[src/rtl/srst_fifo.sv]
// ----------------------------------------------------------------------------
// srst_fifo
// small first-in first-out queue of words, head shown without a read cycle
// ----------------------------------------------------------------------------
module srst_fifo #(
	parameter int WIDTH = 8,
	parameter int DEPTH = 4
) (
	input  logic             clk,
	input  logic             arst_n,
	input  logic             wr_en,
	input  logic [WIDTH-1:0] wr_data,
	input  logic             rd_en,
	output logic [WIDTH-1:0] rd_data,
	output logic             full,
	output logic             empty
);

	localparam int PTR_W = (DEPTH > 1) ? $clog2(DEPTH) : 1;
	localparam int CNT_W = $clog2(DEPTH + 1);

	logic [WIDTH-1:0] mem_q [DEPTH];
	logic [PTR_W-1:0] wr_ptr_q;
	logic [PTR_W-1:0] rd_ptr_q;
	logic [CNT_W-1:0] count_q;

	assign full    = (count_q == CNT_W'(DEPTH));
	assign empty   = (count_q == '0);
	assign rd_data = mem_q[rd_ptr_q];

	always_ff @(posedge clk) begin
		if (wr_en) begin
			mem_q[wr_ptr_q] <= wr_data;
		end
	end

	always_ff @(posedge clk or negedge arst_n) begin
		if (!arst_n) begin
			wr_ptr_q <= '0;
			rd_ptr_q <= '0;
			count_q  <= '0;
		end else begin
			if (wr_en) begin
				wr_ptr_q <= (wr_ptr_q == PTR_W'(DEPTH - 1)) ? '0 : wr_ptr_q + 1'b1;
			end
			if (rd_en) begin
				rd_ptr_q <= (rd_ptr_q == PTR_W'(DEPTH - 1)) ? '0 : rd_ptr_q + 1'b1;
			end
			if (wr_en && !rd_en) begin
				count_q <= count_q + 1'b1;
			end else if (rd_en && !wr_en) begin
				count_q <= count_q - 1'b1;
			end
		end
	end

endmodule

[config.mk]
export PLATFORM = sky130hd
export DESIGN_NAME = srst_fifo
export DESIGN_NICKNAME = d
export VERILOG_FILES = /design/src/rtl/srst_fifo.sv
export SDC_FILE = /design/constraint.sdc
export NUM_CORES = 1
export LEC_CHECK = 0
export CORE_UTILIZATION = 30
export DETAILED_ROUTE_END_ITERATION = 10
export DONT_BUFFER_PORTS = 1
export SLEW_MARGIN = 20
export SYNTH_ARGS = -nofsm -noshare
export SYNTH_HDL_FRONTEND = slang
export SYNTH_SLANG_ARGS = --single-unit
[constraint.sdc]
create_clock -name clk -period 1.4 [get_ports clk]
set_input_delay 0.14 -clock clk [delete_from_list [all_inputs] [get_ports clk]]
set_output_delay 0.14 -clock clk [all_outputs]
set_load 0.05 [all_outputs]
======== Word level (Yosys, flattened, before mapping) ========
Memory sizes are Yosys's and may differ from the RTL's.
Cells that the tools add are included.
word-level totals
  register bits after elaboration ......... 7
  bits in writable memories ............... 32
  output and inout bits ................... 10
  memories kept ........................... 1
cells by class
  $add $sub $neg .......................... 4
  equal/unequal tests ..................... 3
  muxes and demuxes ....................... 6
  reduce and logical (&&, ||, !) cells .... 6
memory list
  name   depth  bits a word  rd ports  clocked after Yosys merged registers in  write ports  line  RTL
  mem_q  4      8            1         0                                        1            22    logic [WIDTH-1:0] mem_q [DEPTH];
operators by type and width
  kind                 count
  $mux 3               2
  $add 2x1->2 const B  2
  $eq 2x2->1 const B   2
  $mux 2               2
  $add 3x1->3 const B  1
  $eq 3x3->1 const B   1
  $logic_not 3->1      1
  $sub 3x1->3 const B  1
  $logic_and 1x1->1    2
  $logic_not 1->1      2
  $mux 1               2
  $reduce_bool 2->1    1

======== Longest topological paths before layout ========
Gate-level depths: netlist of run 1.
  word-level depth ........................ 4
  mapped depth ............................ 7
  depth with buffers taken out ............ 7

======== Worst setup path before layout of run 1 ========
OpenSTA, ideal clock, no wires.
  path kind ............................... register -> output
  from .................................... register count_q[0]
  to ...................................... output full
  arrival ................................. 1581 ps
  path slack .............................. -321 ps
  cell stages (with the launch flop) ...... 2
  cells stage by stage .................... dfrtp_1 -> nor3b_1
on the way
  word-level cells in the longest chain between the ends .. 1
RTL lines
  element                   line  RTL
  start: declaration        25    logic [CNT_W-1:0] count_q;
  start signal: assignment  50    count_q <= count_q + 1'b1;
  start signal: assignment  52    count_q <= count_q - 1'b1;
  $eq 3x3->1                27    assign full = (count_q == CNT_W'(DEPTH));
  end: declaration          15    output logic full,
No other way between the ends.

======== Worst setup path after layout of run 1 ========
  from .................................... register rd_ptr_q[0]
  to ...................................... output rd_data[6]
on the way
  word-level cells in the longest chain between the ends .. 1
RTL lines
  element                   line  RTL
  start: declaration        24    logic [PTR_W-1:0] rd_ptr_q;
  start signal: assignment  47    rd_ptr_q <= (rd_ptr_q == PTR_W'(DEPTH - 1)) ? '0 : rd_ptr_q + 1'b1;
  $mem_v2 4x8               n/a
  end: declaration          14    output logic [WIDTH-1:0] rd_data,
No other way between the ends.

==> impl_metrics.env, run 1 <==
export IMPL_dp_hpwl_microns=1680
export IMPL_synth_edff_count=32
export IMPL_power_frac_comb_pct=41.2
export IMPL_worst_path_buf_inv=1
export IMPL_io_pins=22
export IMPL_fin_crit_sh_pct=116
export IMPL_ys_types=18
export IMPL_path_cells="buf_12, mux4_2"
export IMPL_yosys_top_cells_count="32 x edfxtp_1, 8 x mux4_2, 7 x dfrtp_1"
export IMPL_place_congestion=0.694
export IMPL_port_buffers=0
export IMPL_dp_cells=153
export IMPL_relSlewSlack_pct=71.4
export IMPL_syn_nets=98
export IMPL_grt_max_degree=13
export IMPL_die_w_microns=74.3
export IMPL_drv_slew=0
export IMPL_grt_pass1_wl_microns=3900
export IMPL_switching_share_pct=38.5
export IMPL_grt_usage_pct=10.3
export IMPL_numCtsBuffers=5
export IMPL_critPathMaxFanout=9
export IMPL_netlist_area_sq_mm=0.00157
export IMPL_finalSetupViolCount=8
export IMPL_cts_clk_slew_worst_paths_ns=0.07
export IMPL_die_h_microns=74.3
export IMPL_cts_sinks=39
export IMPL_drt_vias_per_instance=4.34
export IMPL_cp_slowest_cell="mux4_2"
export IMPL_grt_pass1_vias=817
export IMPL_power_frac_seq_pct=41.6
export IMPL_cp_required_ns=1.26
export IMPL_power_switching_mw=1.58
export IMPL_drive_gt1_share_pct=31.1
export IMPL_cts_tree="done"
export IMPL_worstHoldPathType="primary input to register"
export IMPL_cp_end_kind="output pin"
export IMPL_num_nets_final=124
export IMPL_internal_power_mw=2.53
export IMPL_ys_warnings_count=0
export IMPL_wl_met1_microns=1030
export IMPL_dr_wl_met3_microns=134
export IMPL_drtIter0Drc=55
export IMPL_die_area_sq_mm=0.00553
export IMPL_clk_path_buf_depth=2
export IMPL_synth_seq_area_share_pct=72.4
export IMPL_synthTopCellsByArea="edfxtp_1 61%, mux4_2 11%, dfrtp_1 11%"
export IMPL_hold_ws_ns=0.0153
export IMPL_p_leak_nw=0.698
export IMPL_syn_avg_cell_area_sq_um=19.9
export IMPL_fin_skew_ns=0.00166
export IMPL_firstDrtPassIters=3
export IMPL_routed_wl_microns=2510
export IMPL_hold_viol_final=0
export IMPL_synthCells=79
export IMPL_grt_antenna_before_repair=0
export IMPL_async_flop_share_pct=17.9
export IMPL_clock_fmax_mhz=617
export IMPL_highest_layer="met4"
export IMPL_antenna_cells=0
export IMPL_yosysTopAreaCellShare_pct=61.2
export IMPL_power_density_mw_per_mm2=2100
export IMPL_routed_via_count=751
export IMPL_path_class="register to output pin"
export IMPL_worst_skew_pair_late_latency_ns=0.28
export IMPL_crit_arrival_ns=1.48
export IMPL_status="finished, violations left"
export IMPL_dr_wl_met2_microns=1310
export IMPL_startpoint_type="register"
export IMPL_setup_ws_ns=-0.221
export IMPL_h_tree_depth=2
export IMPL_postRouteAntennaNets=0
export IMPL_fillCellCount=466
export IMPL_area_growth_pct=24.5
export IMPL_yosys_area_top_type="edfxtp_1"
export IMPL_maxCapViolCount=0
export IMPL_crit_family="multiplexers"
export IMPL_ir_drop_mv=0.729
export IMPL_ys_ff_latch=39
export IMPL_rows=25
export IMPL_fin_cells=173
export IMPL_wl_per_cell_microns=14.5
export IMPL_core_sq_mm=0.00488
export IMPL_rsz0062_at_grt="yes"
export IMPL_yosysMostFrequentCell="edfxtp_1"
export IMPL_worst_pin_slew_ns=0.429
export IMPL_violations="negative setup slack"
export IMPL_fin_crit_ns=1.62
export IMPL_gr_total_overflow=0
export IMPL_critPathMaxStageDelay_ns=0.67
export IMPL_ys_flop_type="edfxtp_1"
export IMPL_clock_root_buffer="clkbuf_8"
export IMPL_pwr_share_clk_pct=17.2
export IMPL_start_util_pct=32.2
export IMPL_drc=0
-- cell type report --
class	instances	area (sq um)	share of cell area, %
Multi-Input combinational cell	33	413	21.1
Sequential cell	39	1140	58.2
Clock inverter	2	12.5	0.640
Clock buffer	6	72.6	3.71
Tap cell	67	83.8	4.29
Inverter	5	18.8	0.960
Timing Repair Buffer	21	218	11.1
-- flip-flops by register name (all words and copies together), names as in the netlist --
signal / count
mem_q: 32
count_q: 3
rd_ptr_q: 2
wr_ptr_q: 2
-- routing by layer --
layer / vias up / track usage [%]
li1: 349 / -
met1: 376 / 11.1
met2: 22 / 17.3
met3: 4 / 4.20
met4: 0 / 5.66
met5: - / 0
-- final timing paths --
| kind | start | depth (start not counted) | slack, ns | endpoint |
|---|---|---|---|---|
| max | rd_ptr_q[0]$_DFFE_PN0P_ | 2 | -0.22 | rd_data[6] |
| min | rd_en | 1 | 0.02 | rd_ptr_q[0]$_DFFE_PN0P_ |
| max reg2reg | rd_ptr_q[0]$_DFFE_PN0P_ | 4 | 0.06 | rd_ptr_q[1]$_DFFE_PN0P_ |
| min reg2reg | count_q[2]$_DFFE_PN0P_ | 1 | 0.54 | count_q[2]$_DFFE_PN0P_ |
| max in group asynchronous | arst_n | 1 | 0.94 | count_q[1]$_DFFE_PN0P_ |
| min in group asynchronous | arst_n | 1 | 0.19 | count_q[2]$_DFFE_PN0P_ |
-- power by group through the flow --
stage / sequential, mW / combinational, mW / clock, mW
finish: 1.71 / 1.69 / 0.708
global route: 1.74 / 1.82 / 0.772
detailed placement: 1.73 / 1.63 / 0
floorplan: 1.66 / 1.34 / 0
CTS: 1.70 / 1.67 / 0.736
global placement: 1.71 / 1.58 / 0
-- per-stage QoR --
stage	utilization, %	setup TNS (ns)	area [sq um]	setup slack [ns]	power [mW]
2_1_floorplan	-	0	1580	0.0845	2.99
3_5_place_dp	35.7	0	1740	0.0495	3.36
6_report	40.1	-1.74	1960	-0.221	4.11
3_3_place_gp	35.7	0	1740	0.0785	3.29
5_1_grt	40.1	-2.11	1960	-0.267	4.34
4_1_cts	39.5	-1.95	1930	-0.249	4.11
-- cells by family (layout without fill, tap and decap cells) --
logic type,after synthesis,after routing,synth area share (%)
AND/OR/NAND/NOR,10,10,3.43
adder cells (fa/ha/maj),7,7,6.06
buffers and inverters,7,34,2.23
XOR/XNOR,3,3,1.67
AO/OA/AOI/OAI,2,2,0.637
flip-flops,39,39,72.4
multiplexers,11,11,13.6
-- repair_timing --
item / CTS / global route
gates cloned: 0 / 0
setup buffers: 0 / 1
hold buffers: 10 / 1
gates resized for setup: 0 / 5
endpoints found under the setup margin: 8 / 16
hold endpoints to repair: 41 / 1
-- cell usage in the layout (no fill, tap or decap) --
cell           count
edfxtp_1          32
dlygate4sd3_1     11
mux4_2             8
ha_1               6
dfrtp_1            6
buf_4              6
inv_1              5
clkbuf_8           5
and2_1             3
mux2_2             3
o21ai_0            2
nor2_1             2
xor2_1             2
buf_6              2
buf_12             2
nor3_2             1
nor3b_2            1
and2_2             1
xnor2_1            1
nand3_1            1
nand2_1            1
fa_2               1
clkinvlp_4         1
clkinv_2           1
clkbuf_1           1
dfrtp_2            1
Power figures use the tool's default switching activity.
==> run 2: changes to the inputs <==
==> constraint.sdc (replaced) <==
create_clock -name clk -period 1.31 [get_ports clk]
set_input_delay 0.131 -clock clk [delete_from_list [all_inputs] [get_ports clk]]
set_output_delay 0.131 -clock clk [all_outputs]
set_load 0.05 [all_outputs]
==> impl_metrics.env, run 2 (same netlist as run 1, synthesis figures left out) <==
export IMPL_postRouteAntennaNets=0
export IMPL_layout_common_cells="32 x edfxtp_1, 11 x dlygate4sd3_1, 8 x mux4_2"
export IMPL_path_class="register to output pin"
export IMPL_crit_arrival_ns=1.48
export IMPL_numCtsBuffers=5
export IMPL_critPathLaunch="rd_ptr_q[0]$_DFFE_PN0P_"
export IMPL_clock_root_buffer="clkbuf_8"
export IMPL_io_pins=22
export IMPL_die_area_sq_mm=0.00553
export IMPL_drtIter0Drc=75
export IMPL_total_power_mw=4.90
export IMPL_cts_sinks=39
export IMPL_fillCellCount=473
export IMPL_ir_drop_mv=1.57
export IMPL_drc=0
export IMPL_fin_cells=176
export IMPL_violations="negative setup slack"
export IMPL_critPathMaxFanout=11
export IMPL_critPathMaxStageDelay_ns=0.67
export IMPL_grt_antenna_before_repair=0
export IMPL_maxCapViolCount=0
export IMPL_die_w_microns=74.3
export IMPL_cts_clk_slew_worst_paths_ns=0.07
export IMPL_path_cells="buf_12, mux4_2"
export IMPL_startpoint_type="register"
export IMPL_area_growth_pct=31.0
export IMPL_worstHoldPathType="primary input to register"
export IMPL_top_regs="mem_q x32, count_q x3"
export IMPL_grt_max_degree=13
export IMPL_fin_util_pct=42.2
export IMPL_routed_wl_microns=2560
export IMPL_routed_via_count=763
export IMPL_cp_slowest_cell="mux4_2"
export IMPL_hp_start="rd_en"
export IMPL_reg2reg_from="count_q[1]$_DFFE_PN0P_"
export IMPL_cts_tree="done"
export IMPL_rr_worst_depth=4
export IMPL_drive_gt1_share_pct=33.0
export IMPL_largest_reg_flops=32
export IMPL_wl_per_cell_microns=14.6
export IMPL_postPlaceCellArea_sq_mm=0.00177
export IMPL_port_buffers=0
export IMPL_start_util_pct=32.2
export IMPL_drt_vias_per_instance=4.34
export IMPL_fin_crit_ns=1.61
export IMPL_die_h_microns=74.3
export IMPL_grt_usage_pct=10.5
export IMPL_grt_pass1_vias=863
export IMPL_clk_path_buf_depth=2
export IMPL_grt_pass1_wl_microns=4110
export IMPL_stdcell_area_sq_mm=0.00206
export IMPL_min_path_cells=1
export IMPL_status="finished, violations left"
export IMPL_hold_viol_final=0
export IMPL_mostFrequentLayoutCell="edfxtp_1"
export IMPL_largest_register="mem_q"
export IMPL_rsz0062_at_grt="yes"
export IMPL_dp_cells=155
export IMPL_setup_ws_ns=-0.296
export IMPL_finalSetupViolCount=9
export IMPL_fin_crit_sh_pct=123
export IMPL_p_leak_nw=0.747
export IMPL_cp_end_kind="output pin"
export IMPL_worst_skew_pair_late_latency_ns=0.27
export IMPL_clock_fmax_mhz=622
export IMPL_place_congestion=0.748
export IMPL_gr_total_overflow=0
export IMPL_antenna_cells=0
export IMPL_drv_slew=0
export IMPL_core_sq_mm=0.00488
export IMPL_relSlewSlack_pct=76.3
export IMPL_power_density_mw_per_mm2=2380
export IMPL_h_tree_depth=2
export IMPL_rows=25
export IMPL_num_nets_final=127
export IMPL_firstDrtPassIters=4
export IMPL_dp_hpwl_microns=1760
export IMPL_fin_skew_ns=0.00366
export IMPL_worst_pin_slew_ns=0.354
export IMPL_cp_required_ns=1.18
[run 2: metal layers]
| metal | share of wire, % | up-vias | GRT usage (%) |
|---|---|---|---|
| li1 | - | 354 | - |
| met1 | 42 | 388 | 11.5 |
| met2 | 52 | 19 | 18.7 |
| met3 | 5.2 | 2 | 3.79 |
| met4 | 0.43 | 0 | 3.77 |
| met5 | 0 | - | 0 |
[run 2: path summary, 6_finish.rpt]
kind                       slack (ns)                       to
hold / removal                   0.01  rd_ptr_q[0]$_DFFE_PN0P_
setup / recovery                -0.30               rd_data[7]
hold reg to reg                  0.58   count_q[2]$_DFFE_PN0P_
min in group asynchronous        0.19  wr_ptr_q[0]$_DFFE_PN0P_
max in group asynchronous        0.84  rd_ptr_q[1]$_DFFE_PN0P_
setup reg to reg                 0.04   count_q[2]$_DFFE_PN0P_
[run 2: timing repair]
item,CTS,global route
endpoints found under the setup margin,11,21
setup buffers,1,1
pin swaps,5,3
hold buffers,10,1
endpoints found under the hold margin,41,1
resized for setup,6,3
[run 2: where the power goes]
group	internal (mW)	switching (mW)	total (mW)
clock	0.761	0.378	1.14
sequential	1.63	0.188	1.82
combinational	0.783	1.16	1.94
total	3.18	1.73	4.90
[run 2: layout make-up]
type                            count  area (sq um)  area share (%)
Tap cell                           67          83.8            4.08
Inverter                            5          18.8           0.912
Sequential cell                    39          1140            55.3
Clock inverter                      2          60.1            2.92
Multi-Input combinational cell     33           424            20.6
Clock buffer                        6          72.6            3.53
Timing Repair Buffer               24           260            12.7
[run 2: worst max-delay path, delay by kind of cell (launching register included)]
family	cells	cell delay, ns
flops	1	0.38
mux	1	0.67
buf+inv	1	0.15
[run 2: stage by stage]
| stage | hold WS (ns) | setup TNS (ns) | setup slack, ns |
|---|---|---|---|
| after floorplan | -0.165 | -0.00550 | -0.00550 |
| after global placement | -0.164 | -0.0134 | -0.00601 |
| after detailed placement | -0.164 | -0.0730 | -0.0614 |
| after CTS | 0.000243 | -2.57 | -0.320 |
| after global routing | 0.00631 | -2.95 | -0.353 |
| final | 0.00998 | -2.40 | -0.296 |
==> run 3: changes to the inputs <==
==> constraint.sdc (replaced) <==
create_clock -name clk -period 1.31 [get_ports clk]
set_input_delay 0.262 -clock clk [delete_from_list [all_inputs] [get_ports clk]]
set_output_delay 0.262 -clock clk [all_outputs]
set_load 0.05 [all_outputs]
==> impl_metrics.env, run 3 (same netlist as run 1, synthesis figures left out) <==
export IMPL_status="finished, violations left"
export IMPL_relSlewSlack_pct=72.0
export IMPL_die_area_sq_mm=0.00553
export IMPL_port_buffers=0
export IMPL_hold_viol_final=0
export IMPL_layout_common_cells="32 x edfxtp_1, 8 x mux4_2, 7 x buf_4"
export IMPL_r2r_slack_ns=-0.10
export IMPL_routed_via_count=733
export IMPL_r2r_end="count_q[2]$_DFFE_PN0P_"
export IMPL_critPathMaxStageDelay_ns=0.67
export IMPL_postRouteAntennaNets=0
export IMPL_rows=25
export IMPL_cts_sinks=39
export IMPL_grt_pass1_vias=815
export IMPL_dp_hpwl_microns=1760
export IMPL_power_density_mw_per_mm2=2370
export IMPL_cts_clk_slew_worst_paths_ns=0.08
export IMPL_worstHoldPathType="primary input to register"
export IMPL_firstDrtPassIters=3
export IMPL_startpoint_type="register"
export IMPL_drv_slew=0
export IMPL_grt_antenna_before_repair=0
export IMPL_reg2reg_from="count_q[1]$_DFFE_PN0P_"
export IMPL_cp_required_ns=1.05
export IMPL_die_w_microns=74.3
export IMPL_min_path_cells=0
export IMPL_cts_tree="done"
export IMPL_holdPathEnd="mem_q[3][2]$_DFFE_PP_"
export IMPL_num_nets_final=120
export IMPL_drtIter0Drc=76
export IMPL_critPathMaxFanout=10
export IMPL_largest_register="mem_q"
export IMPL_p_leak_nw=0.696
export IMPL_setup_ws_ns=-0.426
export IMPL_routed_wl_microns=2560
export IMPL_gr_total_overflow=0
export IMPL_drt_vias_per_instance=4.34
export IMPL_start_util_pct=32.2
export IMPL_clk_path_buf_depth=2
export IMPL_area_growth_pct=24.0
export IMPL_largest_reg_flops=32
export IMPL_top_regs="mem_q x32, count_q x3"
export IMPL_antenna_cells=0
export IMPL_core_sq_mm=0.00488
export IMPL_fin_crit_ns=1.74
export IMPL_maxCapViolCount=0
export IMPL_place_congestion=0.700
export IMPL_grt_usage_pct=10.9
export IMPL_io_pins=22
export IMPL_numCtsBuffers=5
export IMPL_wl_per_cell_microns=15.2
export IMPL_rr_worst_depth=5
export IMPL_crit_arrival_ns=1.47
export IMPL_die_h_microns=74.3
export IMPL_total_power_mw=4.61
export IMPL_clock_fmax_mhz=576
export IMPL_grt_max_degree=13
export IMPL_hp_start="wr_data[2]"
export IMPL_h_tree_depth=2
export IMPL_ir_drop_mv=1.02
export IMPL_fin_skew_ns=0.0112
export IMPL_violations="negative setup slack"
export IMPL_grt_pass1_wl_microns=4130
export IMPL_path_class="register to output pin"
export IMPL_finalSetupViolCount=13
export IMPL_drc=0
export IMPL_fin_crit_sh_pct=132
export IMPL_cp_slowest_cell="mux4_2"
export IMPL_cp_end_kind="output pin"
export IMPL_path_cells="buf_12, mux4_2"
export IMPL_fin_util_pct=39.9
export IMPL_fillCellCount=465
export IMPL_worst_skew_pair_late_latency_ns=0.29
export IMPL_mostFrequentLayoutCell="edfxtp_1"
export IMPL_clock_root_buffer="clkbuf_8"
export IMPL_drive_gt1_share_pct=41.2
export IMPL_worst_pin_slew_ns=0.420
export IMPL_fin_tns_setup_ns=-3.88
export IMPL_rsz0062_at_grt="yes"
## run 3: cell count changes in the layout (fill, tap and decap cells not counted), sizes merged
cell and change:
dlygate4sd3 -10, clkinv +1, buf +3, clkinvlp +1
bufinv -2
## run 3: what timing repair did
item / 4_1_cts / 5_1_grt
gates resized for setup: 4 / 4
endpoints found under the hold margin: 7 / 0
pin swaps: 4 / 2
hold buffers: 1 / 0
buffers inserted: 3 / 1
setup endpoints to repair: 11 / 29
## run 3: layer usage
metal	global-route usage, %	routed length (microns)
met1	12.1	1040
met2	18.5	1320
met3	4.07	163
met4	5.66	42
met5	0	0
## run 3: worst max-delay path by stage
stage,cells past startpoint,slack (ns),to,start
CTS,2,-0.45,rd_data[0],rd_ptr_q[0]$_DFFE_PN0P_
finish,2,-0.43,rd_data[0],rd_ptr_q[0]$_DFFE_PN0P_
detailed placement,2,-0.14,rd_data[4],rd_ptr_q[0]$_DFFE_PN0P_
floorplan,2,-0.12,rd_data[0],rd_ptr_q[0]$_DFFE_PN0P_
global route,2,-0.46,rd_data[3],rd_ptr_q[0]$_DFFE_PN0P_
global placement,2,-0.13,rd_data[6],rd_ptr_q[0]$_DFFE_PN0P_
## run 3: layout make-up
| cell class | instances | area (sq um) | area share, % |
|---|---|---|---|
| flip-flops and latches | 39 | 1140 | 58.4 |
| multi-input cells | 33 | 423 | 21.7 |
| repair buffers | 17 | 199 | 10.2 |
| well taps | 67 | 83.8 | 4.31 |
| clock buffers | 6 | 72.6 | 3.73 |
| inverters | 5 | 18.8 | 0.964 |
| clock inverters | 2 | 12.5 | 0.643 |
## run 3: through the flow
step / setup slack [ns] / std cells / cell area, sq um / hold WS, ns
after global routing: -0.461 / 169 / 1950 / 0.0529
after CTS: -0.447 / 168 / 1930 / 0.0535
final: -0.426 / 169 / 1950 / 0.0648
after detailed placement: -0.139 / 156 / 1800 / -0.0333
after global placement: -0.131 / 156 / 1800 / -0.0334
after floorplan: -0.119 / 79 / 1590 / -0.0336
## run 3: worst max-delay path, delay by kind of cell (launching register included)
family	cells	cell delay, ns
buffers and inverters	1	0.15
multiplexers	1	0.67
flip-flops	1	0.37
## run 3: where the power goes
group | internal, mW | switching, mW
logic | 0.851 | 1.18
registers | 1.63 | 0.185
clock network | 0.372 | 0.395
total | 2.86 | 1.76
