$ cat config.mk
export PLATFORM = sky130hd
export DESIGN_NAME = srst_cordic
export DESIGN_NICKNAME = d
export VERILOG_FILES = /design/src/rtl/srst_pkg.sv /design/src/rtl/srst_cordic.sv
export SDC_FILE = /design/constraint.sdc
export NUM_CORES = 1
export LEC_CHECK = 0
export BUFFER_PORTS_ARGS = -buffer_cell sky130_fd_sc_hd__buf_2
export CAP_MARGIN = 20
export CORE_ASPECT_RATIO = 1.5
export CORE_MARGIN = 2
export CORE_UTILIZATION = 61
export CTS_CLUSTER_SIZE = 14
export DETAILED_ROUTE_END_ITERATION = 12
export PLACE_DENSITY = 0.78
export RECOVER_POWER = 25
export SLEW_MARGIN = 5
export SYNTH_ARGS = -nofsm -noshare
export SYNTH_HDL_FRONTEND = slang
export SYNTH_SLANG_ARGS = --single-unit
export TNS_END_PERCENT = 100
$ cat constraint.sdc
create_clock -name clk -period 18.9 [get_ports clk]
set_input_delay 1.89 -clock clk [delete_from_list [all_inputs] [get_ports clk]]
set_output_delay 1.89 -clock clk [all_outputs]
set_load 0.02 [all_outputs]
$ cat src/rtl/srst_pkg.sv
// ----------------------------------------------------------------------------
// srst_pkg
// types, widths and constants shared by the sprite line transform
// ----------------------------------------------------------------------------
package srst_pkg;

	localparam int COORD_W   = 8;
	localparam int SCREEN_W  = 12;
	localparam int ANGLE_W   = 16;
	localparam int SCALE_W   = 16;
	localparam int CFG_IDX_W = 3;
	localparam int CFG_DATA_W = 16;

	// register map
	localparam logic [CFG_IDX_W-1:0] REG_ROTATION_ANGLE = 3'd0;
	localparam logic [CFG_IDX_W-1:0] REG_SCALE_FACTOR   = 3'd1;
	localparam logic [CFG_IDX_W-1:0] REG_OFFSET_X       = 3'd2;
	localparam logic [CFG_IDX_W-1:0] REG_OFFSET_Y       = 3'd3;

	localparam logic [SCALE_W-1:0] SCALE_RESET = 16'd256;

	localparam logic signed [SCREEN_W-1:0] SCREEN_MAX = 12'sd2047;
	localparam logic signed [SCREEN_W-1:0] SCREEN_MIN = -12'sd2048;

	// queue depths
	localparam int IN_DEPTH  = 4;
	localparam int OUT_DEPTH = 8;

	// cordic internals: q4.30, angles in 2^32 per turn
	localparam int CORDIC_FRAC = 30;
	localparam int CORDIC_GAIN = 652032874;
	localparam int ATAN_COUNT  = 24;

	typedef struct packed {
		logic signed [COORD_W-1:0] start_x;
		logic signed [COORD_W-1:0] start_y;
		logic signed [COORD_W-1:0] end_x;
		logic signed [COORD_W-1:0] end_y;
		logic                      final_line;
	} item_t;

	typedef struct packed {
		logic signed [SCREEN_W-1:0] screen_start_x;
		logic signed [SCREEN_W-1:0] screen_start_y;
		logic signed [SCREEN_W-1:0] screen_end_x;
		logic signed [SCREEN_W-1:0] screen_end_y;
		logic                       last_out;
	} result_t;

	// arctangent of 2^-i in 2^32 per turn
	function automatic logic [31:0] atan_turn(input logic [4:0] i);
		logic [31:0] v;
		unique case (i)
			5'd0:  v = 32'd536870912;
			5'd1:  v = 32'd316933406;
			5'd2:  v = 32'd167458907;
			5'd3:  v = 32'd85004756;
			5'd4:  v = 32'd42667331;
			5'd5:  v = 32'd21354465;
			5'd6:  v = 32'd10679838;
			5'd7:  v = 32'd5340245;
			5'd8:  v = 32'd2670163;
			5'd9:  v = 32'd1335087;
			5'd10: v = 32'd667544;
			5'd11: v = 32'd333772;
			5'd12: v = 32'd166886;
			5'd13: v = 32'd83443;
			5'd14: v = 32'd41722;
			5'd15: v = 32'd20861;
			5'd16: v = 32'd10430;
			5'd17: v = 32'd5215;
			5'd18: v = 32'd2608;
			5'd19: v = 32'd1304;
			5'd20: v = 32'd652;
			5'd21: v = 32'd326;
			5'd22: v = 32'd163;
			5'd23: v = 32'd81;
			default: v = 32'd0;
		endcase
		return v;
	endfunction

endpackage

$ cat src/rtl/srst_cordic.sv
// ----------------------------------------------------------------------------
// srst_cordic
// rotation-mode cordic, one iteration a cycle, giving sine and cosine
// ----------------------------------------------------------------------------
module srst_cordic #(
	parameter int TRIG_FRAC_BITS = 14,
	parameter int CORDIC_STEPS   = 16
) (
	input  logic                               clk,
	input  logic                               arst_n,
	input  logic                               start,
	input  logic [srst_pkg::ANGLE_W-1:0]       angle,
	output logic                               busy,
	output logic signed [TRIG_FRAC_BITS+1:0]   cos_out,
	output logic signed [TRIG_FRAC_BITS+1:0]   sin_out
);

	import srst_pkg::*;

	localparam int TW    = TRIG_FRAC_BITS + 2;
	localparam int XW    = CORDIC_FRAC + 4;
	localparam int SW    = $clog2(CORDIC_STEPS);
	localparam int SH    = CORDIC_FRAC - TRIG_FRAC_BITS;
	localparam int RW    = XW - SH;
	localparam logic signed [RW-1:0] ONE_R  = RW'(1) << TRIG_FRAC_BITS;
	localparam logic signed [XW-1:0] HALF_X = XW'(1) << (SH - 1);

	typedef enum logic [1:0] {
		ST_IDLE,
		ST_ITER,
		ST_ROUND,
		ST_FINISH
	} state_t;

	state_t              state_q;
	logic signed [XW-1:0] x_q;
	logic signed [XW-1:0] y_q;
	logic signed [XW-1:0] z_q;
	logic [SW-1:0]        step_q;
	logic                 flip_q;
	logic signed [RW-1:0] xr_q;
	logic signed [RW-1:0] yr_q;
	logic signed [TW-1:0] cos_q;
	logic signed [TW-1:0] sin_q;

	logic                 flip_in;
	logic signed [XW-1:0] z_init;
	logic signed [XW-1:0] xs;
	logic signed [XW-1:0] ys;
	logic signed [XW-1:0] at;
	logic signed [XW-1:0] x_sum;
	logic signed [XW-1:0] y_sum;
	logic signed [RW-1:0] xn;
	logic signed [RW-1:0] yn;
	logic signed [RW-1:0] xc;
	logic signed [RW-1:0] yc;

	// second and third quadrant: add half a turn, negate at the end
	assign flip_in = angle[ANGLE_W-1] ^ angle[ANGLE_W-2];
	assign z_init  = XW'($signed({angle[ANGLE_W-1] ^ flip_in, angle[ANGLE_W-2:0],
		{(32 - ANGLE_W){1'b0}}}));

	assign xs = x_q >>> step_q;
	assign ys = y_q >>> step_q;
	assign at = XW'($signed({1'b0, atan_turn(5'(step_q))}));

	assign x_sum = x_q + HALF_X;
	assign y_sum = y_q + HALF_X;

	assign xn = flip_q ? -xr_q : xr_q;
	assign yn = flip_q ? -yr_q : yr_q;
	assign xc = (xn > ONE_R) ? ONE_R : ((xn < -ONE_R) ? -ONE_R : xn);
	assign yc = (yn > ONE_R) ? ONE_R : ((yn < -ONE_R) ? -ONE_R : yn);

	assign busy    = (state_q != ST_IDLE);
	assign cos_out = cos_q;
	assign sin_out = sin_q;

	always_ff @(posedge clk or negedge arst_n) begin
		if (!arst_n) begin
			state_q <= ST_IDLE;
			x_q     <= '0;
			y_q     <= '0;
			z_q     <= '0;
			step_q  <= '0;
			flip_q  <= 1'b0;
			xr_q    <= '0;
			yr_q    <= '0;
			cos_q   <= TW'(1) << TRIG_FRAC_BITS;
			sin_q   <= '0;
		end else begin
			unique case (state_q)
				ST_IDLE: begin
					if (start) begin
						x_q     <= XW'(CORDIC_GAIN);
						y_q     <= '0;
						z_q     <= z_init;
						flip_q  <= flip_in;
						step_q  <= '0;
						state_q <= ST_ITER;
					end
				end
				ST_ITER: begin
					if (!z_q[XW-1]) begin
						x_q <= x_q - ys;
						y_q <= y_q + xs;
						z_q <= z_q - at;
					end else begin
						x_q <= x_q + ys;
						y_q <= y_q - xs;
						z_q <= z_q + at;
					end
					if (step_q == SW'(CORDIC_STEPS - 1)) begin
						state_q <= ST_ROUND;
					end else begin
						step_q <= step_q + 1'b1;
					end
				end
				ST_ROUND: begin
					// round half up to the output fraction
					xr_q    <= x_sum[XW-1:SH];
					yr_q    <= y_sum[XW-1:SH];
					state_q <= ST_FINISH;
				end
				ST_FINISH: begin
					cos_q   <= xc[TW-1:0];
					sin_q   <= yc[TW-1:0];
					state_q <= ST_IDLE;
				end
				default: state_q <= ST_IDLE;
			endcase
		end
	end

endmodule

== Word-level counts from Yosys, hierarchy flattened ==
Memories as Yosys holds them, arrays and structs flattened.
Cells that the tools add are included.
Storage, ports and cells
  register bits after elaboration: 177
  latch bits: 0
  memory bits (writable): 0
  memory bits (read-only): 480
  input port bits: 19
  output and inout port bits: 33
  word-level logic and storage cells: 65
  memories: 1
Memories
  (name not given): words 16, bits a word 30, read ports 1, clocked after memory_dff 0, write ports 0, line srst_pkg.sv:53  | unique case (i)
Operators by class
  add/sub/neg operators: 11
  multiply operators: 0
  div/mod/pow operators: 0
  $lt $le $gt $ge: 4
  equal/unequal tests: 7
  shifts and indexed selects: 2
  multiplexer cells: 21
  bitwise logic cells: 2
  reduce and logical (&&, ||, !) cells: 7
Operator list (count)
  $mux 34: 6
  $pmux 34 s2: 3
  $add 34x17->34 const B: 2
  $add 34x34->34: 2
  $sshr 34x4->34: 2
  $sub 34x34->34: 2
  $mux 16: 4
  $gt 18x16->1 const B: 2
  $lt 18x15->1 const B: 2
  $mux 18: 2
  $neg 18->18: 2
  $add 34x33->34: 1
  $sub 34x33->34: 1
  $mux 4: 2
  $pmux 2 s4: 1
  $pmux 4 s2: 1
  $ne 2x2->1 const B: 3
  $reduce_and 2->1: 3
  $add 4x1->4 const B: 1
  $eq 2x2->1 const B: 2
  $eq 4x4->1 const B: 1
  $mux 2: 2
  $reduce_bool 2->1: 2
  $reduce_and 3->1: 1
  3 further kinds: 4

== Logic depth before layout (Yosys ltp) ==
Gate-level depths: netlist (run 1).
  depth in word-level cells: 5
  gate-level depth with buffers: 31
  mapped depth without buffers: 26

== Least setup slack after synthesis (run 1) ==
Ideal clock, no wire load.
  kind: reg-to-reg
  start: register step_q[0]
  end: register z_q[31]
  library setup time: 71 ps
  arrival time: 6055 ps
  required time: 18829 ps
  slack: 12774 ps
  cell stages (with the launch flop): 32
  path buffers: 7
  clock period less this slack: 6126 ps
  cell sequence: dfrtp_1 > buf_2 > buf_2 > inv_2 > buf_2 > clkbuf_1 > clkbuf_1 > ha_1 > clkbuf_1 > o211ai_1 > o31ai_1 > nand2b_1 > nor3_1 > nand2_1 > nor2_1 > nand3_1 > a211o_1 > and2_1 > clkbuf_1 > xnor2_1 > ha_1 > o21a_1 > o21a_1 > o21ai_0 > o2bb2ai_1 > a21o_1 > o21ai_0 > o211ai_1 > a21oi_1 > o21ai_0 > a221o_1 > nor2_1
On the way
  longest elaborated chain between the ends: 4
  elaborated cells on any way between the ends: 5
  those cells by class: 2 x add/sub; 2 x mux; 1 x memory
Ends and longest elaborated chain
  start: declaration: line srst_cordic.sv:39  | logic [SW-1:0] step_q;
  start signal: assignment: line srst_cordic.sv:116  | step_q <= step_q + 1'b1;
  $mem_v2 16x30 (*)
  $sub 34x33->34 / $add 34x33->34 (equally long branches): line srst_cordic.sv:107, srst_cordic.sv:111
  $mux 34 (*): line srst_cordic.sv:104  | if (!z_q[XW-1]) begin
  $pmux 34 s2 (*): line srst_cordic.sv:92  | unique case (state_q)
  end signal: assignment: line srst_cordic.sv:97  | z_q <= z_init;
  end signal: assignment: line srst_cordic.sv:107  | z_q <= z_q - at;
  end signal: assignment: line srst_cordic.sv:111  | z_q <= z_q + at;
  end: declaration: line srst_cordic.sv:38  | logic signed [XW-1:0] z_q;
Every way passes the cells marked *; elsewhere a longest branch is shown, timed or not.
A chain may end at the register's enable or synchronous reset.

== Worst setup path in the final report (run 1) ==
  start: register step_q[1]
  end: register z_q[32]
The elaborated chain is that of the path after synthesis.

==> results of run 1 <==
-- Yosys cell counts, types with 13 or more instances --
cell type	instances	area (µm²)
sky130_fd_sc_hd__xor2_1	136	1190
sky130_fd_sc_hd__mux2i_1	90	901
sky130_fd_sc_hd__nand2b_1	31	194
sky130_fd_sc_hd__buf_2	25	125
sky130_fd_sc_hd__inv_1	92	345
sky130_fd_sc_hd__nand3_1	58	290
sky130_fd_sc_hd__nor3_1	30	150
sky130_fd_sc_hd__dfrtp_1	176	4400
sky130_fd_sc_hd__clkbuf_1	94	353
sky130_fd_sc_hd__o21ai_0	191	956
sky130_fd_sc_hd__o21a_1	22	165
sky130_fd_sc_hd__mux2_2	45	507
sky130_fd_sc_hd__nor2b_1	24	150
sky130_fd_sc_hd__nand2_1	229	860
sky130_fd_sc_hd__o31ai_1	19	143
sky130_fd_sc_hd__mux4_2	37	833
sky130_fd_sc_hd__o22ai_1	42	263
sky130_fd_sc_hd__ha_1	123	1540
sky130_fd_sc_hd__a211oi_1	18	135
sky130_fd_sc_hd__nand4_1	17	106
sky130_fd_sc_hd__xnor2_1	111	972
sky130_fd_sc_hd__or3_1	13	81.3
sky130_fd_sc_hd__nor2_1	193	724
sky130_fd_sc_hd__a21o_1	58	435
sky130_fd_sc_hd__o211ai_1	13	97.6
sky130_fd_sc_hd__and3_1	24	150
sky130_fd_sc_hd__a31oi_1	28	175
sky130_fd_sc_hd__a21oi_1	234	1170
sky130_fd_sc_hd__buf_1	29	109
-- worst paths after layout --
check | startpoint | to | slack (ns) | depth (start not counted)
setup / recovery | step_q[1] | z_q[32] | 11.13 | 25
hold / removal | z_q[9] | z_q[9] | 0.50 | 2
setup reg to reg | step_q[1] | z_q[32] | 11.13 | 25
hold reg to reg | z_q[9] | z_q[9] | 0.50 | 2
max in group asynchronous | arst_n | step_q[3] | 13.78 | 1
min in group asynchronous | arst_n | cos_out[4] | 2.63 | 1
-- sequential cells by signal, indices dropped and copies added, names as in the netlist --
| register | flops |
|---|---|
| x_q | 34 |
| y_q | 34 |
| z_q | 34 |
| xr_q | 18 |
| yr_q | 18 |
| cos_out | 16 |
| sin_out | 16 |
| step_q | 4 |
| state_q | 2 |
| flip_q | 1 |
-- cells by family (layout without fill, tap and decap cells) --
kind of cell             count (synthesis)  in the layout  synth area share
buffers and inverters                  250            198            0.0524
adder cells (fa/ha/maj)                127            127            0.0830
XOR/XNOR                               247            247             0.112
AND/OR/NAND/NOR                        666            666             0.158
flip-flops                             177            177             0.229
AO/OA/AOI/OAI                          771            771             0.251
multiplexers                           172            172             0.116
-- per-layer routing --
| layer | track usage | up-vias | routed length, µm |
|---|---|---|---|
| met4 | 0.317 | 0 | 6130 |
| met1 | 0.381 | 8713 | 21400 |
| met3 | 0.0852 | 306 | 4560 |
| li1 | - | 8611 | - |
| met2 | 0.660 | 787 | 31300 |
| met5 | 0 | - | 0 |
-- cell usage in the layout (no fill, tap or decap), types with 90 or more instances in the layout --
cell type,n
sky130_fd_sc_hd__ha_1,123
sky130_fd_sc_hd__mux2i_1,90
sky130_fd_sc_hd__xor2_1,136
sky130_fd_sc_hd__dfrtp_1,171
sky130_fd_sc_hd__nand2_1,228
sky130_fd_sc_hd__nor2_1,192
sky130_fd_sc_hd__xnor2_1,111
sky130_fd_sc_hd__o21ai_0,189
sky130_fd_sc_hd__a21oi_1,234
sky130_fd_sc_hd__inv_1,91
-- worst max-delay path: cells and delay by family (launching register included) --
kind,cells,cell delay [ns]
AND/OR/NAND/NOR,11,1.80
adder cells (fa/ha/maj),2,1.00
flip-flops,1,0.83
AO/OA/AOI/OAI,8,2.26
buffers and inverters,2,1.33
XOR/XNOR,2,0.35
-- per-stage QoR --
step	cells	hold WS [ns]
6_report	2763	0.495
5_1_grt	2763	0.522
4_1_cts	2762	0.497
3_5_place_dp	2731	0.482
3_3_place_gp	2731	0.470
2_1_floorplan	2410	0.456
-- layout make-up --
class / instances / area share
multi-input combinational: 1983 / 0.687
sequential: 177 / 0.219
tap: 405 / 0.0249
clock buffer: 18 / 0.0216
timing repair buffer: 73 / 0.0210
inverter: 94 / 0.0174
clock inverter: 13 / 0.00972
==> out/metrics.sh, run 1 <==
CLOCK-SINKS=177
TIMING.CRITICAL_PATH.FROM_TYPE='register'
CTS-BUFFERS-INSERTED=17
DISTINCT_CELL_TYPE_COUNT_AFTER_SYNTHESIS=84
FP.DIEH_UM=222
STD_CELL_ROWS=79
TIMING_MAX_TRANSITION_VIOLATIONS_FINAL=143
STATUS='finished with violations'
TOTAL_CELL_AREA_AT_THE_PLACEMENT_STAGE_UM2=19700
ROUTED_WIRE_LENGTH_PER_INSTANCE_UM=22.9
FINAL_CORE_UTILIZATION=0.653
CP_DATA_REQUIRED_TIME_NS=19.26
MAX_SLEW_MARGIN=-1.37
GRT_ANTENNA_BEFORE_REPAIR=0
INITIAL_UTILIZATION=0.623
SYN_AREA_UM2=19400
SYNTHESIS.INSTANCES=2410
SYNTH-SEQ-CELLS=177
FINAL.SETUP.TNS_NS=0
LEAST_MARGIN_PIN_SLEW_NS=3.56
GRT.OVERFLOW.TOTAL=0
PORT-BUFFER-COUNT=51
POSTCTSHOLDBUFS=0
DEEPEST_LEVEL_OF_THE_CTS_H_TREE=4
VIOLATIONS_IN_THE_FINAL_REPORTS='capacitance limit, slew limit'
CTS.PATH.MAX_BUFFERS=2
CTS_SETUP_BUFFERS=0
DRT.ANTENNA.VIOLATING_NETS=0
CLKLATENCYLATEPIN_NS=0.47
VIAS_IN_THE_FIRST_GLOBAL_ROUTE=18265
SYN2LAYOUT_AREA_GROWTH_PCT=4.92
FINALWORSTPATHREQUIREDPERIOD_NS=7.77
CRIT_PATH_MAX_INCR_DELAY_NS=0.83
SYN_AREA_PER_CELL_UM2=8.04
YOSYSWARNINGS=0
CP_DATA_ARRIVAL_TIME_NS=8.13
REPORT.FINAL.HOLD_VIOL_COUNT=0
FMAXACHIEVABLE_MHz=129
VIA_COUNT=18417
DIE-WIDTH_UM=150
GRT_SETUP_UNREPAIRED='no'
ROUTE.DETAILED.VIAS_PER_INST=6.67
WIRELENGTH_UM=63400
CLOCK-ROOT-BUFFER='sky130_fd_sc_hd__clkbuf_16'
CRITPATHKIND='register to register'
CRITICAL_PATH.SLOWEST_CELL='sky130_fd_sc_hd__dfrtp_4'
LAYOUT.AREA.SEQ_UM2=4440
SYNTH_SEQ_AREA_SHARE=0.229
CLKSLEWWORSTSETUPHOLDPATHS_NS=0.08
CTS_TREE='built'
MULTI_INPUT_COMB_AREA_UM2=14000
NFILLCELLS=2681
NET_COUNT_SYNTH=2555
POST_ROUTE_CELLS_DRIVE_ABOVE_1_SHARE=0.0984
SETUP.WORST_PATH.END_CLASS='register'
PRE_CTS_WS_NS=11.29
GPL.FINAL_WEIGHTED_CONGESTION=1.09
FIRSTDRTPASSITERS=6
CRITICAL_PATH.MAX_FANOUT=64
SYNTH_ENABLE_FLOP_CELLS=0
CTSRESIZECOUNT=0
POST-ROUTE-CELL-AREA_UM2=20300
GRT_MAX_DEGREE=79
WORSTHOLDPATHTYPE='register to register'
ASYNC_FLOP_SHARE=1.00
FINAL.SETUP_SKEW_NS=0.0156
DETAILEDPLACEMENTHPWL_UM=46400
FINAL.SETUP.WORST_SLACK_NS=11.13
INITIAL_DRT_MARKERS=1326
CRIT_PATH_FREQUENT_CELL='sky130_fd_sc_hd__nand2_1'
POST-ROUTE-PERIOD-UTIL=0.411
ANTENNA_CELLS=0
FIN_NETS=2491
SYNTH-MAIN-FF-CELL='sky130_fd_sc_hd__dfrtp_1'
FINAL_SETUP_VIOLATION_COUNT=0
DETAIL_ROUTE.DRC_VIOLATIONS=0
GRT_FIRST_PASS_WIRELENGTH_UM=98200
DIE_FOOTPRINT_UM2=33200
DRV.MAX_CAP_VIOLATION_COUNT=2
TRACK_USAGE=0.380
PLACEABLECOREAREA_UM2=31100
TOP_LEVEL_PORTS=52
Power of run 1 is left out: the tool's default activity adds up to more than one toggle a clock period on the data nets, which glitch-free logic cannot reach.
==> inputs of run 2 (changes only) <==
--- a/config.mk
+++ b/config.mk
@@ -9,10 +9,10 @@
 export CAP_MARGIN = 20
 export CORE_ASPECT_RATIO = 1.5
 export CORE_MARGIN = 2
-export CORE_UTILIZATION = 61
+export CORE_UTILIZATION = 59
 export CTS_CLUSTER_SIZE = 14
 export DETAILED_ROUTE_END_ITERATION = 12
-export PLACE_DENSITY = 0.78
+export PLACE_DENSITY = 0.79
 export RECOVER_POWER = 25
 export SLEW_MARGIN = 5
 export SYNTH_ARGS = -nofsm -noshare
==> constraint.sdc (replaced) <==
create_clock -name clk -period 7 [get_ports clk]
set_input_delay 0.7 -clock clk [delete_from_list [all_inputs] [get_ports clk]]
set_output_delay 0.7 -clock clk [all_outputs]
set_load 0.02 [all_outputs]
==> out/metrics.sh, run 2 (synthesis results as in run 1) <==
STATUS='finished with violations'
VIOLATIONS_IN_THE_FINAL_REPORTS='capacitance limit, slew limit'
ROUTED_WIRE_LENGTH_PER_INSTANCE_UM=22.3  # -2.9%
CRIT_PATH_FREQUENT_CELL='sky130_fd_sc_hd__o21ai_0'
PORT-BUFFER-COUNT=51  # unchanged
DIE_FOOTPRINT_UM2=34300  # +3.3%
GRT_UTIL_MET1=0.362  # -0.0189
SYN2LAYOUT_AREA_GROWTH_PCT=5.63
WIRELENGTH_UM=62200  # -1.9%
CP_DATA_REQUIRED_TIME_NS=7.39  # -11.87 ns
GRT_FIRST_PASS_WIRELENGTH_UM=97700  # -0.44%
PLACEABLECOREAREA_UM2=32500  # +4.5%
FP.DIEH_UM=226  # +1.7%
FINALWORSTPATHREQUIREDPERIOD_NS=6.47  # -1.30 ns
DETAIL_ROUTE.DRC_VIOLATIONS=0  # unchanged
MAX_SLEW_MARGIN=-2.25  # -0.884
DRV.MAX_CAP_VIOLATION_COUNT=1  # -1
INITIAL_DRT_MARKERS=1687  # +27%
CP_DATA_ARRIVAL_TIME_NS=6.85  # -1.28 ns
NFILLCELLS=2882  # +7.5%
VIAS_IN_THE_FIRST_GLOBAL_ROUTE=18555  # +1.6%
DRT.ANTENNA.VIOLATING_NETS=0  # unchanged
POST_ROUTE_CELLS_DRIVE_ABOVE_1_SHARE=0.106  # +0.00809
GRTUSAGEMET3=0.0718  # -0.0134
CLOCK-ROOT-BUFFER='sky130_fd_sc_hd__clkbuf_16'
POSTCTSHOLDBUFS=0  # unchanged
CRIT_PATH_MAX_INCR_DELAY_NS=0.92  # +0.09 ns
R2R_SETUP_SLACK_NS=0.53  # -10.60 ns
GRT_SETUP_UNREPAIRED='no'
TIMING_MAX_TRANSITION_VIOLATIONS_FINAL=87  # -39%
DETAILEDPLACEMENTHPWL_UM=45100  # -2.7%
FIN_NETS=2508  # +0.68%
VIA_COUNT=18623  # +1.1%
CRITPATHTOPFAMILY='compound AO/OA/AOI/OAI gates'
TIMING.CRITICAL_PATH.FROM_TYPE='register'
BIGGESTREGSBYFLOPS='x_q: 34 flops, y_q: 34 flops, z_q: 34 flops'
USE_MET2=0.636  # -0.0240
CTS_TREE='built'
CRITPATHBUFINV=2  # unchanged
CRITICAL_PATH.MAX_FANOUT=55  # -14%
GPL.FINAL_WEIGHTED_CONGESTION=1.04  # -5.2%
SETUP.WORST_PATH.END_CLASS='register'
INITIAL_UTILIZATION=0.596  # -0.0267
DIE-WIDTH_UM=152  # +1.6%
CLKLATENCYLATEPIN_NS=0.47  # about the same
MOST-COMMON-LAYOUT-CELLS='sky130_fd_sc_hd__a21oi_1 (234), sky130_fd_sc_hd__nand2_1 (228), sky130_fd_sc_hd__nor2_1 (192), sky130_fd_sc_hd__o21ai_0 (189), sky130_fd_sc_hd__dfrtp_1 (171)'
FINAL.SETUP_SKEW_NS=0.0111  # -0.00442 ns
ANTENNA_CELLS=0  # unchanged
CLKSLEWWORSTSETUPHOLDPATHS_NS=0.07  # about the same
CRITICAL_PATH.SLOWEST_CELL='sky130_fd_sc_hd__dfrtp_4'
CLOCK-SINKS=177  # unchanged
DEEPEST_LEVEL_OF_THE_CTS_H_TREE=4  # unchanged
GRT_ANTENNA_BEFORE_REPAIR=2  # +2
STD_CELL_ROWS=81  # +2.5%
TOP_LEVEL_PORTS=52  # unchanged
POST-ROUTE-PERIOD-UTIL=0.924  # +0.513
FINAL_SETUP_VIOLATION_COUNT=0  # unchanged
MOSTFREQUENTLAYOUTCELL='sky130_fd_sc_hd__a21oi_1'
FMAXACHIEVABLE_MHz=155  # +20%
BUSIEST_LAYER_IN_GLOBAL_ROUTING='met2'
GRT.OVERFLOW.TOTAL=0  # unchanged
REPORT.FINAL.HOLD_VIOL_COUNT=0  # unchanged
LEAST_MARGIN_PIN_SLEW_NS=4.88  # +1.33 ns
GRT_MAX_DEGREE=89  # +13%
CRITPATHKIND='register to register'
CRIT_CHAIN='inv_1 > buf_4 > o311ai_0 > o21ai_0 > ha_1 > and4b_1 > and2_1 > and3_1 > nor2_1 > xnor2_1 > ha_1 > nand2_1 > or3_1 > nor4_1 > nor3_1 > o41ai_1 > nand3_1 > o21ai_0 > a21oi_1 > xor2_1 > o21ai_0'
TRACK_USAGE=0.359  # -0.0211
CTS.PATH.MAX_BUFFERS=2  # unchanged
ROUTE.DETAILED.VIAS_PER_INST=6.67  # +0.10%
CTS-BUFFERS-INSERTED=17  # unchanged
FINAL.SETUP.TNS_NS=0  # unchanged
FIRSTDRTPASSITERS=6  # unchanged
WORSTHOLDPATHTYPE='register to register'
==> run 2: cell count changes in the layout (fill, tap and decap cells not counted), moves of 2 or more <==
| cell | before | now |
|---|---|---|
| sky130_fd_sc_hd__bufinv_16 | 4 | 1 |
| sky130_fd_sc_hd__clkinvlp_4 | 2 | 4 |
| sky130_fd_sc_hd__buf_12 | 1 | 3 |
| sky130_fd_sc_hd__buf_4 | 20 | 33 |
==> run 2: worst paths after layout <==
path | startpoint | endpoint | cells past startpoint
min in group asynchronous | arst_n | xr_q[4] | 1
worst max register to register | step_q[3] | x_q[32] | 21
worst max-delay path | step_q[3] | x_q[32] | 21
worst min register to register | z_q[10] | z_q[10] | 2
max in group asynchronous | arst_n | step_q[3] | 1
worst min-delay path | z_q[10] | z_q[10] | 2
==> run 2: layer usage <==
layer  vias to the layer above  share of wire
met5                         -        0.00021
met4                         2          0.096
met3                       334          0.065
met2                       829           0.49
met1                      8809           0.35
li1                       8649              -
==> run 2: worst reg2reg max path: stages (launching register included) <==
cell	delay, ns
sky130_fd_sc_hd__dfrtp_4	0.92
sky130_fd_sc_hd__inv_1	0.32
sky130_fd_sc_hd__buf_4	0.26
sky130_fd_sc_hd__o311ai_0	0.60
sky130_fd_sc_hd__o21ai_0	0.33
sky130_fd_sc_hd__ha_1	0.33
sky130_fd_sc_hd__and4b_1	0.21
sky130_fd_sc_hd__and2_1	0.24
sky130_fd_sc_hd__and3_1	0.22
sky130_fd_sc_hd__nor2_1	0.12
sky130_fd_sc_hd__xnor2_1	0.08
sky130_fd_sc_hd__ha_1	0.32
sky130_fd_sc_hd__nand2_1	0.11
sky130_fd_sc_hd__or3_1	0.44
sky130_fd_sc_hd__nor4_1	0.19
sky130_fd_sc_hd__nor3_1	0.12
sky130_fd_sc_hd__o41ai_1	0.69
sky130_fd_sc_hd__nand3_1	0.26
sky130_fd_sc_hd__o21ai_0	0.24
sky130_fd_sc_hd__a21oi_1	0.10
sky130_fd_sc_hd__xor2_1	0.14
sky130_fd_sc_hd__o21ai_0	0.14
==> run 2: final cells by class <==
cell class              instances  area (µm²)  share of cell area
inverters                      94         353              0.0172
clock buffers                  20         457              0.0223
repair buffers                 90         602              0.0294
clock inverters                12         123             0.00599
multi-input cells            1983       14000               0.683
flip-flops and latches        177        4440               0.217
well taps                     415         519              0.0254
==> run 2: repair_timing <==
action	CTS	global route
setup buffers	0	1
endpoints found under the hold margin	0	0
endpoints found under the setup margin	0	1
resized for setup	0	1
==> run 2: per-stage QoR <==
step | std cells | cell area [µm²] | setup WS (ns) | hold WS [ns] | utilization
global route | 2791 | 20500 | 0.0925 | 0.516 | 0.629
floorplan | 2410 | 19400 | 0.874 | 0.404 | -
CTS | 2789 | 20400 | 0.524 | 0.329 | 0.628
global placement | 2757 | 19900 | 0.724 | 0.473 | 0.611
finish | 2791 | 20500 | 0.534 | 0.498 | 0.629
detailed placement | 2757 | 19900 | 0.585 | 0.482 | 0.611
Power of run 2 is left out for the same reason.
==> inputs of run 3 (changes only) <==
--- a/config.mk
+++ b/config.mk
@@ -9,10 +9,10 @@
 export CAP_MARGIN = 20
 export CORE_ASPECT_RATIO = 1.5
 export CORE_MARGIN = 2
-export CORE_UTILIZATION = 59
+export CORE_UTILIZATION = 61
 export CTS_CLUSTER_SIZE = 14
 export DETAILED_ROUTE_END_ITERATION = 12
-export PLACE_DENSITY = 0.79
+export PLACE_DENSITY = 0.78
 export RECOVER_POWER = 25
 export SLEW_MARGIN = 5
 export SYNTH_ARGS = -nofsm -noshare
==> constraint.sdc (replaced) <==
create_clock -name clk -period 7.5 [get_ports clk]
set_input_delay 0.75 -clock clk [delete_from_list [all_inputs] [get_ports clk]]
set_output_delay 0.75 -clock clk [all_outputs]
set_load 0.02 [all_outputs]
==> out/metrics.sh, run 3 (synthesis results as in run 1) <==
CRITPATHKIND='register to register'
LEAST_MARGIN_PIN_SLEW_NS=3.85  # -1.03 ns
PLACEABLECOREAREA_UM2=31100  # -4.3%
CTSRESIZECOUNT=0  # unchanged
POST_ROUTE_CELLS_DRIVE_ABOVE_1_SHARE=0.106  # -0.000376
CLKSLEWWORSTSETUPHOLDPATHS_NS=0.08  # about the same
FINAL.SETUP_SKEW_NS=0.0173  # +0.00615 ns
ROUTED_WIRE_LENGTH_PER_INSTANCE_UM=23.0  # +3.2%
CTS_SETUP_BUFFERS=0  # unchanged
GRT_UTIL_MET1=0.385  # +0.0238
SYN2LAYOUT_AREA_GROWTH_PCT=5.27
BUSIEST_LAYER_IN_GLOBAL_ROUTING='met2'
NFILLCELLS=2738  # -5.0%
WIRELENGTH_UM=63900  # +2.8%
FINALWORSTPATHREQUIREDPERIOD_NS=6.94  # +0.474 ns
FMAXACHIEVABLE_MHz=144  # -6.8%
DIE_FOOTPRINT_UM2=33200  # -3.2%
POST-ROUTE-PERIOD-UTIL=0.925  # +0.00157
CP_DATA_REQUIRED_TIME_NS=7.82  # +0.43 ns
FP.DIEH_UM=222  # -1.6%
VIAS_IN_THE_FIRST_GLOBAL_ROUTE=18774  # +1.2%
STATUS='finished with violations'
GRT_MAX_DEGREE=114  # +28%
INSTANCES_NO_FILL=2780  # -0.39%
DETAIL_ROUTE.DRC_VIOLATIONS=0  # unchanged
GPL.FINAL_WEIGHTED_CONGESTION=1.03  # -0.74%
TIMING.CRITICAL_PATH.FROM_TYPE='register'
BIGGESTREGSBYFLOPS='x_q: 34 flops, y_q: 34 flops, z_q: 34 flops'
VIOLATIONS_IN_THE_FINAL_REPORTS='capacitance limit, slew limit'
CTS_TREE='built'
DRV.MAX_CAP_VIOLATION_COUNT=2  # +1
MOSTFREQUENTLAYOUTCELL='sky130_fd_sc_hd__a21oi_1'
FINAL.SETUP.TNS_NS=0  # unchanged
CTS-BUFFERS-INSERTED=17  # unchanged
VIA_COUNT=18753  # +0.70%
DIE-WIDTH_UM=150  # -1.6%
DETAILEDPLACEMENTHPWL_UM=46800  # +3.6%
REPORT.FINAL.HOLD_VIOL_COUNT=0  # unchanged
GRT_ANTENNA_BEFORE_REPAIR=0  # -2
CLOCK-ROOT-BUFFER='sky130_fd_sc_hd__clkbuf_16'
GRT_FIRST_PASS_WIRELENGTH_UM=99100  # +1.4%
PLACED_CELLS=2747  # -0.36%
GRT_SETUP_UNREPAIRED='no'
WORSTHOLDPATHTYPE='register to register'
ANTENNA_CELLS=0  # unchanged
FIRSTDRTPASSITERS=6  # unchanged
USE_MET2=0.682  # +0.0463
INITIAL_UTILIZATION=0.623  # +0.0267
CP_DATA_ARRIVAL_TIME_NS=7.26  # +0.41 ns
SETUP.WORST_PATH.END_CLASS='register'
TOP_LEVEL_PORTS=52  # unchanged
INITIAL_DRT_MARKERS=1611  # -4.5%
FIN_NETS=2507  # -0.040%
TIMING_MAX_TRANSITION_VIOLATIONS_FINAL=180  # +110%
FINAL_SETUP_VIOLATION_COUNT=0  # unchanged
CLOCK-SINKS=177  # unchanged
DRT.ANTENNA.VIOLATING_NETS=0  # unchanged
MAX_SLEW_MARGIN=-1.57  # +0.686
GRTUSAGEMET3=0.0657  # -0.00606
PORT-BUFFER-COUNT=51  # unchanged
DEEPEST_LEVEL_OF_THE_CTS_H_TREE=4  # unchanged
ROUTE.DETAILED.VIAS_PER_INST=6.75  # +1.1%
TRACK_USAGE=0.382  # +0.0233
CTS.PATH.MAX_BUFFERS=2  # unchanged
POSTCTSHOLDBUFS=0  # unchanged
CRITICAL_PATH.MAX_FANOUT=49  # -11%
STD_CELL_ROWS=79  # -2.5%
GRT.OVERFLOW.TOTAL=0  # unchanged
CLKLATENCYLATEPIN_NS=0.47  # about the same
MOST-COMMON-LAYOUT-CELLS='sky130_fd_sc_hd__a21oi_1 (234), sky130_fd_sc_hd__nand2_1 (228), sky130_fd_sc_hd__nor2_1 (192), sky130_fd_sc_hd__o21ai_0 (189), sky130_fd_sc_hd__dfrtp_1 (171)'
-- run 3: changes by cell type in the layout (fill, tap and decap cells not counted), sizes merged --
cell / delta
buf: -1
clkinvlp: -2
clkinv: +3
clkbuf: -2
bufinv: -1
inv: +2
-- run 3: stage by stage --
stage                      util  cell area [µm²]  setup WS, ns  hold slack (ns)
after global routing      0.655            20400         0.140            0.524
after detailed placement  0.637            19800         0.786            0.478
after global placement    0.637            19800         0.834            0.471
after CTS                 0.656            20400         0.746            0.300
after floorplan               -            19400          1.37            0.454
final                     0.655            20400         0.561            0.492
-- run 3: final timing paths --
kind,depth (start not counted),end,start,slack [ns]
hold / removal,2,z_q[21],z_q[21],0.49
hold reg to reg,2,z_q[21],z_q[21],0.49
setup reg to reg,21,x_q[32],step_q[3],0.56
max in group asynchronous,2,step_q[0],arst_n,1.46
setup / recovery,21,x_q[32],step_q[3],0.56
min in group asynchronous,1,xr_q[4],arst_n,1.59
-- run 3: final cells by class --
type                            instances  area [µm²]  share of cell area
Inverter                               94         353              0.0173
Tap cell                              405         507              0.0248
Multi-Input combinational cell       1983       14000               0.685
Clock buffer                           18         439              0.0215
Clock inverter                         14         144             0.00705
Timing Repair Buffer                   89         547              0.0268
Sequential cell                       177        4440               0.218
-- run 3: critical path, cell delays in order, from the launching register on --
cell and delay, ns:
sky130_fd_sc_hd__dfrtp_4 0.88, sky130_fd_sc_hd__buf_4 0.46, sky130_fd_sc_hd__or2_2 0.30, sky130_fd_sc_hd__o21ai_0 0.16, sky130_fd_sc_hd__o41ai_1 0.89, sky130_fd_sc_hd__buf_4 0.28, sky130_fd_sc_hd__and4b_1 0.24, sky130_fd_sc_hd__and2_1 0.22
sky130_fd_sc_hd__and3_1 0.27, sky130_fd_sc_hd__nor2_1 0.07, sky130_fd_sc_hd__xnor2_1 0.16, sky130_fd_sc_hd__ha_1 0.33, sky130_fd_sc_hd__nand2_1 0.12, sky130_fd_sc_hd__or3_1 0.44, sky130_fd_sc_hd__nor4_1 0.23, sky130_fd_sc_hd__nor3_1 0.13
sky130_fd_sc_hd__o41ai_1 0.67, sky130_fd_sc_hd__nand3_1 0.29, sky130_fd_sc_hd__o21ai_0 0.24, sky130_fd_sc_hd__a21oi_1 0.12, sky130_fd_sc_hd__xor2_1 0.17, sky130_fd_sc_hd__o21ai_0 0.09
-- run 3: metal layers --
| metal | routed length, µm | share of wire |
|---|---|---|
| met4 | 5840 | 0.091 |
| met1 | 21800 | 0.34 |
| met5 | 0 | 0 |
| met2 | 32200 | 0.50 |
| met3 | 4030 | 0.063 |
Power of run 3 is left out for the same reason.
